===== src/sv/dpf_pkg.sv =====
package dpf_pkg;

    localparam logic KIND_HEADER = 1'b0;
    localparam logic KIND_DATA   = 1'b1;

    localparam logic [7:0] START_BYTE   = 8'h02;
    localparam logic [7:0] VERSION_BYTE = 8'h31;
    localparam logic [15:0] LENGTH_BIAS = 16'd8;

    localparam int POS_W = 5;
    typedef logic [POS_W-1:0] pos_t;

    localparam pos_t POS_START    = 5'd0;
    localparam pos_t POS_SUB1     = 5'd1;
    localparam pos_t POS_SUB2     = 5'd2;
    localparam pos_t POS_VERSION  = 5'd3;
    localparam pos_t POS_LEN_LAST = 5'd7;
    localparam pos_t POS_TOT_LAST = 5'd11;
    localparam pos_t POS_NUM_LAST = 5'd15;
    localparam pos_t POS_CSUM_HI  = 5'd16;
    localparam pos_t POS_CSUM_LO  = 5'd17;
    localparam pos_t POS_DATA     = 5'd18;
    localparam pos_t POS_DATA_OFS = 5'd15;

    function automatic logic [7:0] hex_digit(input logic [3:0] v);
        logic [7:0] r;
        if (v < 4'd10)
        begin
            r = 8'h30 + {4'h0, v};
        end
        else
        begin
            r = 8'h37 + {4'h0, v};
        end
        return r;
    endfunction

    function automatic logic is_hex_char(input logic [7:0] b);
        return ((b >= 8'h30) && (b <= 8'h39)) || ((b >= 8'h41) && (b <= 8'h46));
    endfunction

endpackage


===== src/sv/data_packet_framer.sv =====
// Channel | Handshake              | Payload
// input   | in_valid / in_stall    | kind, subtype_first, subtype_second, packet_total,
//         |                        | packet_number, data_length, data_byte
// output  | out_valid / out_stall  | out_byte, run_last, frame_end
//
// Unstalled, one byte leaves the output register per cycle; the output register sets the rate.
// A header gives 16 bytes, or 18 when its length is zero; a data byte gives 1 byte,
// or 3 when it closes the packet; a data byte with no packet open is dropped unsent.
// An accepted transaction is held in the item register; its bytes show via the output register.
// rst_n clears the item and output valid flags and the packet state at once.
// The next transaction is taken in the cycle in which the current one hands over its last byte.
module data_packet_framer
(
    input  logic        clk,
    input  logic        rst_n,
    input  logic        in_valid,
    output logic        in_stall,
    input  logic        kind,
    input  logic [7:0]  subtype_first,
    input  logic [7:0]  subtype_second,
    input  logic [15:0] packet_total,
    input  logic [15:0] packet_number,
    input  logic [15:0] data_length,
    input  logic [7:0]  data_byte,
    output logic        out_valid,
    input  logic        out_stall,
    output logic [7:0]  out_byte,
    output logic        run_last,
    output logic        frame_end
);

    import dpf_pkg::*;

    logic        item_valid_reg;
    logic        item_valid_next;
    logic        kind_reg;
    logic [7:0]  sub1_reg;
    logic [7:0]  sub2_reg;
    logic [15:0] total_reg;
    logic [15:0] number_reg;
    logic [15:0] length_reg;
    logic [7:0]  data_reg;
    pos_t        idx_reg;
    pos_t        idx_next;

    logic [15:0] remaining_reg;
    logic [15:0] remaining_next;
    logic [7:0]  sum_reg;
    logic [7:0]  sum_next;
    logic        open_reg;
    logic        open_next;

    logic        out_valid_reg;
    logic        out_valid_next;
    logic [7:0]  out_byte_reg;
    logic        run_last_reg;
    logic        frame_end_reg;

    pos_t        pos;
    logic [15:0] hex_src;
    logic [3:0]  nibble;
    logic [7:0]  csum;
    logic [7:0]  byte_val;
    logic        is_last;
    logic        drop;
    logic        can_load;
    logic        emit;
    logic        consume;
    logic        accept;

    always_comb
    begin
        if (kind_reg == KIND_HEADER)
        begin
            pos = idx_reg;
        end
        else if (idx_reg == POS_START)
        begin
            pos = POS_DATA;
        end
        else
        begin
            pos = idx_reg + POS_DATA_OFS;
        end

        if (pos <= POS_LEN_LAST)
        begin
            hex_src = length_reg + LENGTH_BIAS;
        end
        else if (pos <= POS_TOT_LAST)
        begin
            hex_src = total_reg;
        end
        else
        begin
            hex_src = number_reg;
        end

        case (pos[1:0])
            2'd0:    nibble = hex_src[15:12];
            2'd1:    nibble = hex_src[11:8];
            2'd2:    nibble = hex_src[7:4];
            default: nibble = hex_src[3:0];
        endcase

        csum = 8'h00 - sum_reg;

        case (pos)
            POS_START:   byte_val = START_BYTE;
            POS_SUB1:    byte_val = sub1_reg;
            POS_SUB2:    byte_val = sub2_reg;
            POS_VERSION: byte_val = VERSION_BYTE;
            POS_CSUM_HI: byte_val = hex_digit(csum[7:4]);
            POS_CSUM_LO: byte_val = hex_digit(csum[3:0]);
            POS_DATA:    byte_val = data_reg;
            default:     byte_val = hex_digit(nibble);
        endcase

        is_last = (pos == POS_CSUM_LO)
               || ((pos == POS_NUM_LAST) && (length_reg != 16'd0))
               || ((pos == POS_DATA) && (remaining_reg != 16'd1));

        drop     = item_valid_reg && (kind_reg == KIND_DATA) && (idx_reg == POS_START)
                && !open_reg;
        can_load = !out_valid_reg || !out_stall;
        emit     = item_valid_reg && !drop && can_load;
        consume  = drop || (emit && is_last);
        in_stall = item_valid_reg && !consume;
        accept   = in_valid && !in_stall;

        item_valid_next = accept || (item_valid_reg && !consume);
        if (accept)
        begin
            idx_next = POS_START;
        end
        else if (emit)
        begin
            idx_next = idx_reg + 5'd1;
        end
        else
        begin
            idx_next = idx_reg;
        end

        sum_next       = sum_reg;
        remaining_next = remaining_reg;
        open_next      = open_reg;
        if (emit)
        begin
            case (pos)
                POS_START:
                begin
                    sum_next = 8'h00;
                end
                POS_CSUM_HI:
                begin
                    sum_next = sum_reg;
                end
                POS_CSUM_LO:
                begin
                    open_next      = 1'b0;
                    remaining_next = 16'd0;
                end
                POS_DATA:
                begin
                    sum_next       = sum_reg + byte_val;
                    remaining_next = remaining_reg - 16'd1;
                end
                POS_NUM_LAST:
                begin
                    sum_next       = sum_reg + byte_val;
                    remaining_next = length_reg;
                    open_next      = 1'b1;
                end
                default:
                begin
                    sum_next = sum_reg + byte_val;
                end
            endcase
        end

        if (emit)
        begin
            out_valid_next = 1'b1;
        end
        else if (!out_stall)
        begin
            out_valid_next = 1'b0;
        end
        else
        begin
            out_valid_next = out_valid_reg;
        end
    end

    always_ff @(posedge clk or negedge rst_n)
    begin
        if (!rst_n)
        begin
            item_valid_reg <= 1'b0;
            idx_reg        <= POS_START;
            remaining_reg  <= 16'd0;
            sum_reg        <= 8'h00;
            open_reg       <= 1'b0;
            out_valid_reg  <= 1'b0;
        end
        else
        begin
            item_valid_reg <= item_valid_next;
            idx_reg        <= idx_next;
            remaining_reg  <= remaining_next;
            sum_reg        <= sum_next;
            open_reg       <= open_next;
            out_valid_reg  <= out_valid_next;
        end
    end

    always_ff @(posedge clk)
    begin
        if (accept)
        begin
            kind_reg   <= kind;
            sub1_reg   <= subtype_first;
            sub2_reg   <= subtype_second;
            total_reg  <= packet_total;
            number_reg <= packet_number;
            length_reg <= data_length;
            data_reg   <= data_byte;
        end
        if (emit)
        begin
            out_byte_reg  <= byte_val;
            run_last_reg  <= is_last;
            frame_end_reg <= (pos == POS_CSUM_LO);
        end
    end

    assign out_valid = out_valid_reg;
    assign out_byte  = out_byte_reg;
    assign run_last  = run_last_reg;
    assign frame_end = frame_end_reg;

endmodule


===== config.mk =====
export PLATFORM = sky130hd
export DESIGN_NAME = data_packet_framer
export DESIGN_NICKNAME = d
export VERILOG_FILES = /design/src/sv/dpf_pkg.sv /design/src/sv/data_packet_framer.sv
export SDC_FILE = /design/constraint.sdc
export NUM_CORES = 1
export LEC_CHECK = 0
export ABC_CLOCK_PERIOD_IN_PS = 7500
export BUFFER_PORTS_ARGS = -buffer_cell sky130_fd_sc_hd__buf_2
export CORE_ASPECT_RATIO = 1.5
export CORE_MARGIN = 1
export CORE_UTILIZATION = 40
export CTS_CLUSTER_SIZE = 10
export DETAILED_ROUTE_END_ITERATION = 10
export SLEW_MARGIN = 20
export SYNTH_ARGS = -nofsm -noshare
export SYNTH_HDL_FRONTEND = slang
export SYNTH_SLANG_ARGS = --single-unit

===== constraint.sdc =====
create_clock -name clk -period 7.5 [get_ports clk]
set_input_delay 1.5 -clock clk [delete_from_list [all_inputs] [get_ports clk]]
set_output_delay 1.5 -clock clk [all_outputs]
set_load 0.02 [all_outputs]

==> flow_summary.yaml, run 1 <==
outcome:
  status: "complete, no violations"
clock_tree:
  insertion_delay_ns: 0.41
  ctsHoldBuffers: 0
  post-cts-setup-buffers: 0
  cts_resized: 0
  clock-sinks: 115
  cts_max_level: 4
  root_buffer: "clkbuf_16"
  cts_buffer_depth: 2
  clk_pin_slew_ns: 0.06
  cts_buffers: 17
  cts_tree: "built"
global_route:
  antenna_found_initial: 0
  grt_pass1_wl_mm: 26.1
  grt_usage: 0.206
  grt_overflow: 0
  grt_pass1_vias: 5031
  grt_max_degree: 79
finish:
  finalInstanceArea_um2: 7570
  antenna_cells: 0
  area_growth_pct: 17.0
  nets: 751
  layout_common_cells: "buf_2 (88), edfxtp_1 (83), o21ai_0 (42)"
  multi_input_area_um2: 2880
  post-route-util: 0.482
  regArea_um2: 3290
  final_common_cell: "buf_2"
  nFillCells: 1458
  drive_above_1_share: 0.243
worst_setup_path:
  required_ns: 7.79
  cpMostUsedCell: "ha_1"
  arrival_ns: 5.85
  path_delay_family: "compound AO/OA/AOI/OAI gates"
  slowest_stage: "a21oi_2"
  path_buf_inv: 2
  start_kind: "flip-flop"
  cp_cell_sequence: "inv_1, ha_1, or3b_4, a21oi_2, a21oi_2, mux2i_1, o2111a_1, nor2_1, inv_2, ha_1, nand2_1, o211a_1, ha_1, a21o_1, a21oi_1, o21bai_1, a2111oi_0, nor3_1, xor2_1, a21oi_1, o22ai_1"
  slowest_delay_ns: 0.65
  critPathKind: "reg -> reg"
  ff2ff_setup_slack_ns: 1.94
  worst_setup_path_end_kind: "flip-flop"
  crit_fanout: 13
pwr:
  sw_frac_of_total: 0.446
  internal_power_mw: 2.37
  powerDensity_nw_per_um2: 567
  vdd_drop_max_uv: 273
  share_comb_of_total_power: 0.542
  pwr-share-seq: 0.278
  clock_power_share: 0.180
  p_leak_nw: 2.88
  switchingPower_mw: 1.91
  power.total_mw: 4.29
sta:
  tightest_slew_ns: 0.992
  finalHoldViolations: 0
  min_period_over_period: 0.742
  fmax_mhz: 180
  drv_slew: 0
  rsz0062_at_grt: "no"
  whs_ns: 0.506
  fin_crit_ns: 5.56
  setup_viol: 0
  clock-skew-final_ns: 0.00834
  relSlewSlack: 0.339
  fin_tns_setup_ns: 0
logic_synthesis:
  syn_inst: 577
  syn_area_per_cell_um2: 11.2
  synth-main-ff-cell: "edfxtp_1"
  async_flop_share: 0.278
  synth_edf_count: 83
  ys_warn_count: 0
  syn_nets: 670
  yosysSeqAreaShare: 0.509
  synth_cell_type_count: 90
  ys_ff_latch: 115
  syn_area_um2: 6470
detailed_routing:
  viasPerCell: 5.78
  via_count: 5042
  first_pass_iters: 5
  detail_route.iter0.violations: 241
  wl_per_cell_um: 18.5
  drc: 0
  wl_mm: 16.1
  ant_nets: 0
floorplanning:
  die_area_um2: 16700
  fp.dieH_um: 158
  rows: 56
  core-area_um2: 15700
  io_pins: 89
  start_util: 0.412
  chipWidth_um: 106
hold_path:
  hold_path.class: "reg -> reg"
placement:
  port_buffers: 88
  routabilityCongestion: 0.834
  post_dp_cell_area_um2: 7000
  hpwl_mm: 11.7
run:
  maxCapViolCount: 0
worst paths after layout:
kind / startpoint / end / cells after the start
max: idx_reg[1] / sum_reg[7] / 21
min: open_reg / open_reg / 1
max reg2reg: idx_reg[1] / sum_reg[7] / 21
min reg2reg: open_reg / open_reg / 1
max in group asynchronous: rst_n / idx_reg[1] / 1
min in group asynchronous: rst_n / remaining_reg[14] / 1
final cells by class:
cell class,instances,share of cell area
sequential,115,0.435
multi-input combinational,406,0.380
timing repair buffer,94,0.0641
clock buffer,17,0.0562
tap,203,0.0336
clock inverter,14,0.0187
inverter,24,0.0119
per-layer routing:
layer  track usage  part of all wire  routed length, µm  vias up
li1              -                 -                  -     2386
met1         0.243              0.41               6610     2450
met2         0.356              0.51               8300      170
met3        0.0371             0.044                710       36
met4         0.108             0.032                513        0
met5             0                 0                  0        -
through the flow:
stage               setup WS [ns]  cells
floorplan                    3.00    577
detailed placement           1.98    842
finish                       1.94    873
global placement             2.17    842
global route                 1.54    873
CTS                          1.96    873
power by group through the flow:
stage	Combinational, mW	Clock (mW)	Sequential, mW
final	2.32	0.771	1.19
after global routing	2.58	0.816	1.22
after CTS	2.32	0.787	1.19
after detailed placement	2.31	0	1.20
after global placement	2.25	0	1.19
after floorplan	1.86	0	1.13
cells by family (layout without fill, tap and decap cells):
logic type | Yosys count | in the layout | synth area share
buf+inv | 56 | 149 | 0.0476
xor+xnor | 28 | 28 | 0.0379
fa+ha+maj | 16 | 16 | 0.0321
flops | 115 | 115 | 0.509
simple gates | 171 | 171 | 0.154
mux | 10 | 10 | 0.0159
compound gates | 181 | 181 | 0.204
Yosys cell counts (all sizes together), types with 3 or more instances:
master | n | area [µm²]
o22ai | 6 | 37.5
buf | 17 | 141
o211ai | 10 | 80.1
nand2 | 28 | 108
a22o | 8 | 70.1
dfrtp | 32 | 801
a222oi | 5 | 50.1
edfxtp | 83 | 2490
a221oi | 6 | 58.8
nor4 | 11 | 83.8
xor2 | 12 | 105
nor4b | 3 | 41.3
nor3b | 3 | 27.5
clkbuf | 15 | 76.3
ha | 15 | 188
mux2i | 8 | 80.1
xnor2 | 16 | 140
or2 | 4 | 27.5
o31ai | 4 | 40.0
a211oi | 4 | 35.0
a21oi | 39 | 218
or3 | 5 | 31.3
nand3 | 17 | 85.1
a31oi | 4 | 25.0
and2 | 5 | 31.3
a22oi | 8 | 60.1
nand3b | 3 | 26.3
o21ai | 49 | 245
nor2 | 41 | 156
nor3 | 21 | 150
and4 | 5 | 43.8
inv | 24 | 90.1
nand2b | 4 | 25.0
a32oi | 7 | 98.8
nor2b | 6 | 37.5
a21o | 5 | 45.0
nand4 | 8 | 50.1
Note: power is estimated with default switching activity, not from simulation.
==> run 2, diff against run 1 <==
Settings changed: ABC_AREA set to 1, ABC_CLOCK_PERIOD_IN_PS 7500 to 5700.
Clock period 7.5 ns to 5.7 ns, I/O delays scaled along.
==> run 2 against run 1 <==
Total power increased by 20%; non-clock buffer count decreased by 5; clock-buffer cell count unchanged; critical path depth grew 3; die area fell by 2.4%; sequential power grew 19%; global-route usage down 1.5 points; critical path type unchanged.
==> flow_summary.yaml, run 2 <==
outcome:
  status: "complete, no violations"
clock_tree:
  clock-sinks: 115
  cts_buffers: 17
  cts_buffer_depth: 2
  cts_resized: 0
  ctsHoldBuffers: 0
  insertion_delay_ns: 0.41
  cts_max_level: 4
  clk_pin_slew_ns: 0.06
  root_buffer: "clkbuf_16"
  cts_tree: "built"
  post-cts-setup-buffers: 0
finish:
  final_common_cell: "nand2_1"
  layout_common_cells: "nand2_1 (166), buf_2 (88), inv_1 (83), edfxtp_1 (83)"
  antenna_cells: 0
  drive_above_1_share: 0.210
  area_growth_pct: 18.4
  nets: 877
  nFillCells: 1463
  finalInstanceArea_um2: 7470
detailed_routing:
  first_pass_iters: 4
  ant_nets: 0
  viasPerCell: 5.03
  detail_route.iter0.violations: 276
  drc: 0
  wl_per_cell_um: 14.8
  wl_mm: 14.7
  via_count: 5008
logic_synthesis:
  syn_inst: 687
  synth_top_area_frac: 0.395
  syn_nets: 780
  ys_warn_count: 0
  yosysMostFrequentCell: "nand2_1"
  synth_cell_type_count: 49
  synthTopCellsByCount: "nand2_1 (166), edfxtp_1 (83), inv_1 (83)"
  yosysTopAreaCell: "edfxtp_1"
  yosysSeqAreaShare: 0.522
  synth-main-ff-cell: "edfxtp_1"
  async_flop_share: 0.278
  syn_area_um2: 6310
  syn_area_per_cell_um2: 9.19
  synth_area_leaders: "edfxtp_1 (39%), dfrtp_1 (13%), nand2_1 (9.9%)"
  synth_edf_count: 83
  ys_ff_latch: 115
global_route:
  grt_pass1_vias: 4974
  grt_max_degree: 78
  grt_overflow: 0
  antenna_found_initial: 0
  grt_usage: 0.191
  grt_pass1_wl_mm: 24.1
placement:
  port_buffers: 88
  post-place-ws_ns: 1.18
  post_dp_cell_area_um2: 6910
  hpwl_mm: 11.2
  routabilityCongestion: 0.996
sta:
  drv_slew: 0
  fin_crit_ns: 4.57
  relSlewSlack: 0.366
  whs_ns: 0.499
  setup_viol: 0
  min_period_over_period: 0.802
  fin_tns_setup_ns: 0
  finalHoldViolations: 0
  fin_ws_ns: 1.13
  rsz0062_at_grt: "no"
  tightest_slew_ns: 0.951
  clock-skew-final_ns: 0.0115
  fmax_mhz: 219
pwr:
  internal_power_mw: 2.80
  clock_power_share: 0.194
  p_leak_nw: 3.32
  power.total_mw: 5.16
  switchingPower_mw: 2.36
  vdd_drop_max_uv: 297
  pwr-share-seq: 0.275
  sw_frac_of_total: 0.457
  powerDensity_nw_per_um2: 691
  share_comb_of_total_power: 0.531
worst_setup_path:
  arrival_ns: 4.85
  crit_fanout: 12
  required_ns: 5.98
  worst_setup_path_end_kind: "flip-flop"
  start_kind: "flip-flop"
  critPathKind: "reg -> reg"
floorplanning:
  start_util: 0.413
  core-area_um2: 15300
  rows: 55
  io_pins: 89
  fp.dieH_um: 156
  die_area_um2: 16300
  chipWidth_um: 105
hold_path:
  hold_path.class: "reg -> reg"
run:
  maxCapViolCount: 0
[run 2: cell count changes after synthesis, sizes merged, moves of 9 or more]
cell / previous run / this run
xor2: 12 / 24
inv: 24 / 93
xnor2: 16 / 2
o211ai: 10 / 1
a21oi: 39 / 24
nand2: 28 / 176
clkbuf: 15 / 2
nor2: 41 / 59
o22ai: 6 / 16
nand3: 17 / 49
nor4: 11 / 2
[run 2: path summary, 6_finish.rpt]
kind | start | to | slack [ns] | cells past startpoint
setup / recovery | kind_reg | sum_reg[7] | 1.13 | 24
hold / removal | open_reg | open_reg | 0.50 | 2
setup reg to reg | kind_reg | sum_reg[7] | 1.13 | 24
hold reg to reg | open_reg | open_reg | 0.50 | 2
max in group asynchronous | rst_n | idx_reg[0] | 4.42 | 1
min in group asynchronous | rst_n | remaining_reg[15] | 0.79 | 1
[run 2: final cells by class]
type / instances / area, µm² / share of cell area
multi-input cells: 468 / 2570 / 0.344
repair buffers: 89 / 448 / 0.0600
inverters: 93 / 349 / 0.0467
well taps: 199 / 249 / 0.0333
flip-flops and latches: 115 / 3290 / 0.441
clock buffers: 17 / 425 / 0.0569
clock inverters: 15 / 133 / 0.0178
[run 2: kinds of logic after synthesis]
family	share of synthesized area
simple gates	0.232
flops	0.522
compound gates	0.105
buf+inv	0.0706
xor+xnor	0.0361
fa+ha+maj	0.0329
mux	0.00178
[run 2: metal layers]
layer	global-route usage	up-vias	wire length, µm
li1	-	2515	-
met1	0.220	2355	6350
met2	0.339	108	7560
met3	0.0317	30	395
met4	0.101	0	446
met5	0	-	0
[run 2: critical path, stage by stage, from the launching register on]
cell,delay [ns]
edfxtp_1,0.53
o21ai_2,0.76
inv_2,0.24
nor2_2,0.31
nand2_1,0.10
nand3_1,0.08
o211ai_1,0.10
nand4_1,0.16
inv_1,0.08
ha_1,0.22
nand3_1,0.08
nand2_1,0.06
nand2_1,0.06
nor2_1,0.04
nor2_1,0.17
ha_1,0.31
a21oi_1,0.14
nand2_1,0.11
a21oi_1,0.17
o21ai_0,0.16
a21o_1,0.19
a21oi_1,0.17
nand2_1,0.08
nand2_1,0.06
o22ai_1,0.06
[run 2: through the flow]
step | cells | util
detailed placement | 964 | 0.452
finish | 996 | 0.489
floorplan | 687 | -
global route | 996 | 0.489
CTS | 996 | 0.489
global placement | 964 | 0.452
[run 2: power groups by stage]
stage	Clock, mW	Combinational (mW)	Sequential (mW)
after CTS	1.02	2.74	1.42
after floorplan	0	2.09	1.45
after global routing	1.05	3.07	1.45
after detailed placement	0	2.73	1.44
final	1.00	2.74	1.42
after global placement	0	2.66	1.43
